## src/rtl/core/mpsm_pkg.sv

```systemverilog
// shared types and constants for the multi-pattern substring matcher
// used by mpsm_front, mpsm_back and the top level
package mpsm_pkg;

	localparam int NODE_W     = 8;
	localparam int MAX_NODES  = 256;
	localparam int GOTO_AW    = NODE_W + 8;
	localparam int GOTO_DEPTH = MAX_NODES * 256;
	localparam int MASK_W     = 32;

	localparam logic [2:0] FN_CLEAR = 3'd0;
	localparam logic [2:0] FN_PAT   = 3'd1;
	localparam logic [2:0] FN_END   = 3'd2;
	localparam logic [2:0] FN_BUILD = 3'd3;
	localparam logic [2:0] FN_TEXT  = 3'd4;

	localparam logic [1:0] ST_OK      = 2'd0;
	localparam logic [1:0] ST_OVF     = 2'd1;
	localparam logic [1:0] ST_UNBUILT = 2'd2;

	typedef enum logic [2:0] {
		K_CLR = 3'd0,
		K_PAT = 3'd1,
		K_END = 3'd2,
		K_BLD = 3'd3,
		K_TXT = 3'd4,
		K_NOP = 3'd5
	} kind_t;

	typedef struct packed {
		kind_t      kind;
		logic [7:0] data_byte;
		logic [4:0] pattern_slot;
		logic       first;
		logic       last;
	} cmd_t;

endpackage

```

## src/rtl/core/mpsm_front.sv

```systemverilog
// front end: accepts items, decodes func into a command kind, two-entry queue
// depends on mpsm_pkg
module mpsm_front import mpsm_pkg::*; (
	input  logic       clk,
	input  logic       arst_n,
	input  logic       item_valid,
	output logic       item_stall,
	input  logic [2:0] func,
	input  logic [7:0] data_byte,
	input  logic [4:0] pattern_slot,
	input  logic       first,
	input  logic       last,
	output logic       q_valid,
	output cmd_t       q_cmd,
	input  logic       q_pop
);

	cmd_t       ent_q [0:1];
	logic       wp_q, rp_q;
	logic [1:0] cnt_q;
	logic       push;
	cmd_t       cmd_in;
	kind_t      kind;

	always_comb begin
		case (func)
			FN_CLEAR: kind = K_CLR;
			FN_PAT:   kind = K_PAT;
			FN_END:   kind = K_END;
			FN_BUILD: kind = K_BLD;
			FN_TEXT:  kind = K_TXT;
			default:  kind = K_NOP;
		endcase
	end

	assign cmd_in     = '{kind: kind, data_byte: data_byte, pattern_slot: pattern_slot,
		first: first, last: last};
	assign item_stall = (cnt_q == 2'd2);
	assign push       = item_valid && !item_stall;
	assign q_valid    = (cnt_q != 2'd0);
	assign q_cmd      = ent_q[rp_q];

	always_ff @(posedge clk) begin
		if (push) ent_q[wp_q] <= cmd_in;
	end

	always_ff @(posedge clk or negedge arst_n) begin
		if (!arst_n) begin
			wp_q  <= 1'b0;
			rp_q  <= 1'b0;
			cnt_q <= 2'd0;
		end else begin
			if (push) wp_q <= ~wp_q;
			if (q_pop && q_valid) rp_q <= ~rp_q;
			cnt_q <= cnt_q + {1'b0, push} - {1'b0, q_pop && q_valid};
		end
	end

endmodule

```

## config.mk

```make
export PLATFORM = sky130hd
export DESIGN_NAME = mpsm_front
export DESIGN_NICKNAME = d
export VERILOG_FILES = /design/src/rtl/core/mpsm_pkg.sv /design/src/rtl/core/mpsm_front.sv
export SDC_FILE = /design/constraint.sdc
export NUM_CORES = 1
export LEC_CHECK = 0
export ABC_AREA = 1
export BUFFER_PORTS_ARGS = -buffer_cell sky130_fd_sc_hd__buf_4
export CORE_ASPECT_RATIO = 1.75
export CORE_MARGIN = 1
export CORE_UTILIZATION = 48
export CTS_BUF_LIST = sky130_fd_sc_hd__clkbuf_8
export CTS_CLUSTER_DIAMETER = 200
export CTS_CLUSTER_SIZE = 25
export DETAILED_ROUTE_END_ITERATION = 7
export PLACE_DENSITY_LB_ADDON = 0.15
export SLEW_MARGIN = 20
export SYNTH_ARGS = -nofsm -noshare
export SYNTH_HDL_FRONTEND = slang
export SYNTH_SLANG_ARGS = --single-unit
```

## constraint.sdc

```tcl
create_clock -name clk -period 3 [get_ports clk]
set_input_delay 0.15 -clock clk [delete_from_list [all_inputs] [get_ports clk]]
set_output_delay 0.15 -clock clk [all_outputs]
set_load 0.02 [all_outputs]
```

---- Word-level counts from Yosys, hierarchy flattened ----
Memories as Yosys holds them, arrays and structs flattened.
Index checks and enable logic that the tools add are counted.
storage, ports and cells
  register bits ........................... 4
  memory bits (writable) .................. 36
  bits of input ports ..................... 22
  output and inout bits ................... 20
  word-level logic and storage cells ...... 21
  memories ................................ 1
memory list
  memory  words  width  rd ports  clocked after memory_dff  write ports  line              RTL
  ent_q   2      18     1         0                         1            mpsm_front.sv:18  cmd_t ent_q [0:1];
operators by class
  add/sub/neg operators ................... 2
  eq/ne operators ......................... 5
  mux-type cells .......................... 3
  bitwise logic cells ..................... 2
  reduce and logical (&&, ||, !) cells .... 5
operators by type and width
  operator              count
  $pmux W3 S5           1
  $eq A3 B2 Y1 const B  2
  $eq A3 B1 Y1 const B  1
  $eq A3 B3 Y1 const B  1
  $logic_not A3 Y1      1
  $add A2 B1 Y2         1
  $eq A2 B2 Y1 const B  1
  $logic_and A1 B1 Y1   2
  $mux W1               2
  $not A1 Y1            2
  $reduce_bool A2 Y1    1
  $sub A2 B1 Y2         1
  $logic_not A1 Y1      1

---- Longest topological paths before layout ----
Gate-level depths: netlist of run 1.
  word-level depth ........................ 5
  gate-level depth with buffers ........... 10
  depth with buffers taken out ............ 10

---- Worst setup path before layout of run 1 ----
No wires, ideal clock.
  path kind ............................... register -> register
  start point ............................. register cnt_q[1]
  end point ............................... memory ent_q[1][0] (netlist bit) (enable)
  setup time .............................. 393 ps
  arrival ................................. 1334 ps
  data required time ...................... 2607 ps
  slack ................................... 1273 ps
  cell stages (with the launch flop) ...... 4
  path buffers ............................ 0
  cells stage by stage .................... dfrtp_1 nand2_1 nand2_1 nor2_1
on the way
  longest elaborated chain between the ends .. 5
RTL lines
  what                           line              RTL
  start, declared                mpsm_front.sv:20  logic [1:0] cnt_q;
  start signal, assigned         mpsm_front.sv:55  cnt_q <= cnt_q + {1'b0, push} - {1'b0, q_pop && q_valid};
  $eq A2 B2 Y1                   mpsm_front.sv:38  assign item_stall = (cnt_q == 2'd2);
  $logic_not A1 Y1               mpsm_front.sv:39  assign push = item_valid && !item_stall;
  $logic_and A1 B1 Y1            mpsm_front.sv:39
  $mux W1                        mpsm_front.sv:44  if (push) ent_q[wp_q] <= cmd_in;
  $mux W1 (not written as such)  mpsm_front.sv:44
  end, declared                  mpsm_front.sv:18
No other way between the ends.

---- Worst setup path after layout of run 1 ----
  start point ............................. register cnt_q[0]
  end point ............................... memory ent_q[1][4] (netlist bit) (enable)
Same word-level chain as after synthesis.

==> results of run 1 <==
final cells by class:
type	instances	area, µm²	share of cell area [%]
clock buffer	5	68.8	3.45
sequential	40	1180	59.2
clock inverter	3	12.5	0.627
tap	43	53.8	2.70
multi-input combinational	75	312	15.6
timing repair buffer	43	325	16.3
inverter	11	41.3	2.07
what timing repair did:
item,CTS,global route
resized for setup,0,0
hold buffers,1,0
hold endpoints to repair,4,0
flip-flops by register name, summed over array words and instances, names as in the netlist:
| name | count |
|---|---|
| ent_q | 36 |
| cnt_q | 2 |
| wp_q | 1 |
| rp_q | 1 |
power groups by stage:
stage,clock network (mW),logic (mW),registers [mW]
global placement,0,0.795,0.812
global route,0.355,0.890,0.817
floorplan,0,0.534,0.811
detailed placement,0,0.821,0.820
finish,0.326,0.809,0.807
CTS,0.333,0.824,0.808
worst max-delay path, stage by stage (launching register included):
cell and delay (ns):
dfrtp_1 0.36, inv_1 0.06, nand2_1 0.09, nand2_1 0.10, nor2_2 0.68
how the worst max path moves through the flow:
stage               startpoint          end  cells after the start  slack, ns
global route          cnt_q[0]  ent_q[1][0]                      4       1.22
finish                cnt_q[0]  ent_q[1][4]                      4       1.34
floorplan             cnt_q[1]  ent_q[1][0]                      3       1.27
detailed placement    cnt_q[0]  ent_q[1][4]                      4       1.31
global placement      cnt_q[1]  ent_q[1][4]                      3       1.35
CTS                   cnt_q[0]  ent_q[1][4]                      4       1.30
cell families (layout without fill, tap and decap cells):
group	after synthesis	count (layout)	share of synthesized area, %
adder cells (fa/ha/maj)	2	2	1.59
buffers and inverters	15	62	5.33
flip-flops	40	40	75.0
AO/OA/AOI/OAI	1	1	0.477
AND/OR/NAND/NOR	72	72	17.6
stage by stage:
| step | hold WS, ns | power (mW) | setup slack (ns) |
|---|---|---|---|
| after floorplan | -0.146 | 1.34 | 1.27 |
| after global placement | -0.0511 | 1.61 | 1.35 |
| after detailed placement | -0.0502 | 1.64 | 1.31 |
| after global routing | 0.0299 | 2.06 | 1.22 |
| after CTS | 0.0355 | 1.97 | 1.30 |
| final | 0.0456 | 1.94 | 1.34 |
per-layer routing:
metal	routed length, µm	vias up	global-route usage, %	part of all wire [%]
met5	0	-	0	0
met4	57	0	8.79	2.2
met3	116	7	5.35	4.5
met2	1480	28	30.9	57
met1	939	480	14.4	36
li1	-	509	-	-
placed cells by master (no fill, tap or decap):
cell type / Yosys / layout
dlygate4sd3_1: 0 / 1
nand2_2: 1 / 1
clkbuf_8: 0 / 5
ha_1: 2 / 2
a21o_1: 1 / 1
nor2_1: 2 / 1
inv_2: 1 / 1
nand2_1: 66 / 66
dfrtp_1: 4 / 4
edfxtp_1: 36 / 36
buf_4: 1 / 42
clkinv_2: 0 / 1
nand3_1: 3 / 3
inv_1: 10 / 12
nor2_2: 0 / 1
==> metrics.md, run 1 <==
| Metric | Value |
|---|---|
| Most frequent cell after synthesis | `nand2_1` |
| Placed Area | `1900 µm²` |
| Synth Net Count | `154` |
| Ant diodes | `0` |
| Sequential area share after synthesis | `75.0%` |
| Chip Height | `77.8 µm` |
| Via Count | `1024` |
| Reg2Reg Depth | `4` |
| Gr usage total | `16.7%` |
| Hold Path Origin | `data_byte[4]` |
| Syn Std Cell Area | `1570 µm²` |
| Largest net degree at the start of global routing | `20` |
| Starting Density | `50.1%` |
| Post-synth EDFFs | `36` |
| CTS tree | `yes` |
| Fin nets | `200` |
| Final instance area | `1990 µm²` |
| Syn. warnings | `0` |
| Net Sw Power | `0.724 mW` |
| Vias in the first global route | `1015` |
| Die Area | `3520 µm²` |
| Leakage | `0.927 nW` |
| R2r setup slk | `1.34 ns` |
| First-pass iteration count of the detailed router | `4` |
| Largest cells by area after synthesis | `edfxtp_1, nand2_1, dfrtp_1` |
| Comb power frac | `41.7%` |
| Maximum fanout along the worst path | `18` |
| Crit Path Category | `flop to flop` |
| First-pass GRT wire length | `4080 µm` |
| RR Startpoint | `cnt_q[0]` |
| Synth cell types | `14` |
| Flops & latches, synth | `40` |
| Post-DRT Antenna Nets | `0` |
| Final WL | `2600 µm` |
| Clock period minus worst slack | `1.66 ns` |
| Max-slew headroom | `41.9%` |
| Core area | `3140 µm²` |
| WP data required | `2.91 ns` |
| Critical path capture point type | `flop` |
| Vias per std cell | `4.65` |
| # H-tree levels | `2` |
| RSZ-0062 raised after global routing | `no` |
| Maximum vdd drop | `0.592 mV` |
| Total grt overflow | `0` |
| Max cap viols | `0` |
| CTS Sinks | `40` |
| Top_reg_cell synth | `edfxtp_1` |
| Dpl hpwl | `1760 µm` |
| Setup TNS | `0 ns` |
| Drc violations | `0` |
| Final non-filler cell total | `220` |
| Crit path DAT | `1.57 ns` |
| Final hold vios | `0` |
| CTS max path bufs | `2` |
| Top post-synthesis cells by count | `nand2_1, edfxtp_1, inv_1, dfrtp_1, nand3_1` |
| Crit share post-route | `55.3%` |
| Hold path depth | `1` |
| CP startpoint kind | `flop` |
| Horiz. Die Dim | `45.3 µm` |
| Post-Place Cells | `211` |
| Hold crit path type | `primary input to flop` |
| Internal power contribution | `1.22 mW` |
| Initial antenna violation count | `0` |
| Avg Cell Area, Syn | `12.1 µm²` |
| Synthesis-to-layout area growth | `26.7%` |
| Net Sw Frac | `37.3%` |
| # setup viols final | `0` |
| Final core utilization | `63.5%` |
| FILL cells | `261` |
| Worst-Margin Slew | `0.870 ns` |
| Clock slew at the register clock pins of the worst setup and hold paths | `0.07 ns` |
| PwrDens | `974 nW/µm²` |
| Worst r2r dst | `ent_q[1][4]` |
| Post-synth top area cell | `edfxtp_1` |
| Seq pwr share | `41.6%` |
| Clk_lat worst skew | `0.28 ns` |
| Num CTS Buffers | `5` |
| Skew final | `0.00555 ns` |
| Clock power frac | `16.8%` |
| Num rows | `27` |
| Post-CTS Setup Inserts | `0` |
| Layout cells sized above 1 | `28.8%` |
| WL per Instance | `11.8 µm` |
| Port Buffers | `41` |
| Post-Syn Instances | `130` |
| # IOs | `42` |
| Slew Limit Fails | `0` |
| Worst Hold End | `ent_q[0][11]` |
| Ys async rst share | `10.0%` |
| RePlAce Congestion | `0.734` |
| Yosys top cell area share | `68.7%` |
| Iter 0 DRT Violations | `21` |
| CTS root buffer | `clkbuf_8` |
| FMAX | `602 MHz` |
| Status | `finished, final reports clean` |
Power figures use the tool's default switching activity.
==> run 2: changes to the inputs <==
- ABC_AREA: 1 -> 0
- clock period: 3 -> 1.3 ns (I/O delays scaled with it)
==> run 2 against run 1 <==
Net effect:
- the run now ends with setup timing left
- fmax is 3.2% higher
- die area decreased by 0.69%
- first-iteration DRC count fell by 48%
- synthesized cell count fell by 41%
- total power rose to 3.0 times the previous value
- non-clock buffer count grew 33
- clock-buffer cell count did not move
- via count fell by 4.3%
- final cell count down 7.3%
- sequential power increased by 140%
- setup slack worse by 1.6 ns
- critical path depth grew 3
==> metrics.md, run 2 <==
| Metric | Value |
|---|---|
| Status | `complete, but fails checks` |
| Failing checks | `setup timing` |
| CTS max path bufs | `2 (unchanged)` |
| Dpl hpwl | `1780 µm (+1.4%)` |
| # IOs | `42 (unchanged)` |
| Layout cells sized above 1 | `62.1% (+33 points)` |
| Internal power contribution | `4.04 mW (+230%)` |
| Sequential area share after synthesis | `75.6% (+0.54 points)` |
| Worst path cell trace | `or2_4 > and2_4 > ha_4 > inv_2 > ha_4 > xnor2_2 > xnor2_1` |
| Maximum vdd drop | `2.09 mV (+250%)` |
| Skew final | `0.00784 ns (+0.00229 ns)` |
| Die Area | `3500 µm² (-0.69%)` |
| Most common cell after layout, fill and taps aside | `edfxtp_1` |
| Seq pwr share | `32.8% (-8.8 points)` |
| WP data required | `1.49 ns (-1.42 ns)` |
| Iter 0 DRT Violations | `11 (-48%)` |
| Ant diodes | `0 (unchanged)` |
| Final WL | `3200 µm (+23%)` |
| Fin nets | `184 (-8.0%)` |
| Max cap viols | `0 (unchanged)` |
| Largest net degree at the start of global routing | `14 (-30%)` |
| Hold crit path type | `primary input to flop` |
| Clock slew at the register clock pins of the worst setup and hold paths | `0.08 ns (about the same)` |
| Synth cell types | `18 (+4)` |
| Post-synth EDFFs | `36 (unchanged)` |
| Chip Height | `77.5 µm (-0.35%)` |
| Gr usage total | `20.0% (+3.4 points)` |
| Total grt overflow | `0 (unchanged)` |
| Initial antenna violation count | `0 (unchanged)` |
| Vias per std cell | `4.80 (+3.2%)` |
| Syn. warnings | `0 (unchanged)` |
| Max-slew headroom | `85.6% (+44 points)` |
| Crit share post-route | `124% (+68 points)` |
| Horiz. Die Dim | `45.1 µm (-0.34%)` |
| Final non-filler cell total | `204 (-7.3%)` |
| Post-DRT Antenna Nets | `0 (unchanged)` |
| # setup viols final | `57 (+57)` |
| Comb power frac | `50.2% (+8.5 points)` |
| Post-Place Cells | `168 (-20%)` |
| Most numerous cell on the critical path | `ha_4` |
| Largest cells by area after synthesis | `edfxtp_1, mux2_4, mux2_2` |
| Net Sw Frac | `31.1% (-6.1 points)` |
| Num rows | `27 (unchanged)` |
| RSZ-0062 raised after global routing | `yes` |
| Num CTS Buffers | `5 (unchanged)` |
| Final hold vios | `0 (unchanged)` |
| Avg Cell Area, Syn | `20.3 µm² (+68%)` |
| Worst path bufs/invs | `1 (unchanged)` |
| Post-synth top area cell | `edfxtp_1` |
| Final setup margin | `-0.308 ns (-1.65 ns)` |
| Top_reg_cell synth | `edfxtp_1` |
| Core area | `3110 µm² (-1.1%)` |
| First-pass GRT wire length | `4630 µm (+14%)` |
| Clk_lat worst skew | `0.30 ns (+0.02 ns)` |
| CP startpoint kind | `flop` |
| Net Sw Power | `1.83 mW (+150%)` |
| Starting Density | `50.3% (+0.18 points)` |
| Vias in the first global route | `1014 (-0.099%)` |
| Syn Std Cell Area | `1560 µm² (-0.72%)` |
| Top flop regs | `ent_q (36), cnt_q (2)` |
| RePlAce Congestion | `0.626 (-15%)` |
| Synth Net Count | `101 (-34%)` |
| Leakage | `1.06 nW (+15%)` |
| Yosys top cell area share | `69.2% (+0.49 points)` |
| Drc violations | `0 (unchanged)` |
| Ys async rst share | `10.0% (unchanged)` |
| CTS Sinks | `40 (unchanged)` |
| Max FFs per register | `36 (unchanged)` |
| Via Count | `980 (-4.3%)` |
| Critical path capture point type | `flop` |
| CTS tree | `yes` |
| Flops & latches, synth | `40 (unchanged)` |
| Clock power frac | `17.1% (+0.3 points)` |
| FMAX | `622 MHz (+3.2%)` |
| WL per Instance | `15.7 µm (+33%)` |
| Commonest non-fill, non-tap cells in the layout | `edfxtp_1, buf_4, buf_6` |
| Crit Path Category | `flop to flop` |
| Crit path DAT | `1.80 ns (+0.23 ns)` |
| PwrDens | `2290 nW/µm² (+140%)` |
| Clock period minus worst slack | `1.61 ns (-0.0516 ns)` |
| Crit-path max cell delay | `0.39 ns (-0.29 ns)` |
| Top post-synthesis cells by count | `edfxtp_1, mux2_2, mux2_4, dfrtp_1, xnor2_1` |
| Worst-Margin Slew | `0.216 ns (-0.655 ns)` |
| First-pass iteration count of the detailed router | `4 (unchanged)` |
| Slowest CP cell | `dfrtp_1` |
| Crit-path leading delay family | `simple AND/OR/NAND/NOR gates` |
| Post-Syn Instances | `77 (-41%)` |
| Most frequent cell after synthesis | `edfxtp_1` |
| Final core utilization | `82.4% (+19 points)` |
| CTS root buffer | `clkbuf_8` |
| Most flops, register | `ent_q` |
| Port Buffers | `41 (unchanged)` |
| Synthesis-to-layout area growth | `63.9%` |
| # H-tree levels | `2 (unchanged)` |
| Slew Limit Fails | `0 (unchanged)` |
| Maximum fanout along the worst path | `2 (-16)` |
[run 2: cell types whose count changed after synthesis, sizes merged, moves of 3 or more]
cell | previous run | this run
nand2 | 67 | 1
mux2 | 0 | 18
inv | 11 | 2
nand3 | 3 | 0
xnor2 | 0 | 3
[run 2: kinds of logic (layout without fill, tap and decap cells)]
logic type | Yosys count | in the layout | synth area share (%)
AO/OA/AOI/OAI | 1 | 1 | 0.481
XOR/XNOR | 4 | 4 | 2.24
adder cells (fa/ha/maj) | 2 | 2 | 1.60
buffers and inverters | 5 | 86 | 2.16
flip-flops | 40 | 40 | 75.6
multiplexers | 18 | 18 | 15.1
AND/OR/NAND/NOR | 7 | 10 | 2.80
[run 2: worst paths after layout]
| check | from | end | slack (ns) | depth (start not counted) |
|---|---|---|---|---|
| max | cnt_q[0] | cnt_q[1] | -0.31 | 7 |
| min | func[0] | ent_q[0][15] | 0.05 | 2 |
| max reg2reg | cnt_q[0] | cnt_q[1] | -0.31 | 7 |
| min reg2reg | cnt_q[1] | cnt_q[1] | 0.60 | 2 |
| max in group asynchronous | arst_n | rp_q | 1.09 | 2 |
| min in group asynchronous | arst_n | cnt_q[0] | 0.09 | 2 |
[run 2: layer usage]
metal / part of all wire, % / track usage [%] / wire (µm) / vias up
met3: 3.8 / 6.28 / 123 / 7
met4: 2.8 / 9.09 / 89 / 0
met2: 59 / 36.4 / 1880 / 28
met1: 35 / 19.0 / 1110 / 487
met5: 0 / 0 / 0 / -
li1: - / - / - / 458
[run 2: area by class of cell]
| type | instances | area, µm² |
|---|---|---|
| Clock buffer | 5 | 68.8 |
| Clock inverter | 3 | 42.5 |
| Fill cell | 179 | 547 |
| Sequential cell | 40 | 1180 |
| Timing Repair Buffer | 76 | 731 |
| Inverter | 2 | 7.51 |
| Multi-Input combinational cell | 35 | 475 |
| Tap cell | 43 | 53.8 |
[run 2: worst reg2reg max path, cell delays in order, from the launching register on]
cell and delay, ns:
dfrtp_1 0.39, or2_4 0.26, and2_4 0.15, ha_4 0.26, inv_2 0.04, ha_4 0.15
xnor2_2 0.13, xnor2_1 0.12
[run 2: power by group through the flow]
stage | logic [mW] | registers (mW) | clock network [mW]
3_3_place_gp | 2.11 | 1.87 | 0
2_1_floorplan | 1.35 | 1.88 | 0
4_1_cts | 2.81 | 1.92 | 1.02
5_1_grt | 3.11 | 1.94 | 1.07
6_report | 2.94 | 1.92 | 1.00
3_5_place_dp | 2.14 | 1.90 | 0
[run 2: what timing repair did]
item,4_1_cts,5_1_grt
gates cloned,4,1
setup endpoints to repair,57,49
hold buffers,17,0
pin swaps,7,3
buffers inserted,4,2
gates resized for setup,43,6
hold endpoints to repair,36,0
[run 2: stage by stage]
step | TNS (ns) | instance area [µm²] | hold slack, ns | setup WS (ns) | power [mW]
4_1_cts | -4.33 | 2510 | 0.0357 | -0.321 | 5.75
6_report | -4.95 | 2560 | 0.0491 | -0.308 | 5.86
3_3_place_gp | -4.77 | 2020 | -0.136 | -0.262 | 3.98
2_1_floorplan | -0.452 | 1600 | -0.231 | -0.315 | 3.23
5_1_grt | -7.18 | 2560 | 0.0293 | -0.356 | 6.13
3_5_place_dp | -6.25 | 2020 | -0.132 | -0.310 | 4.04
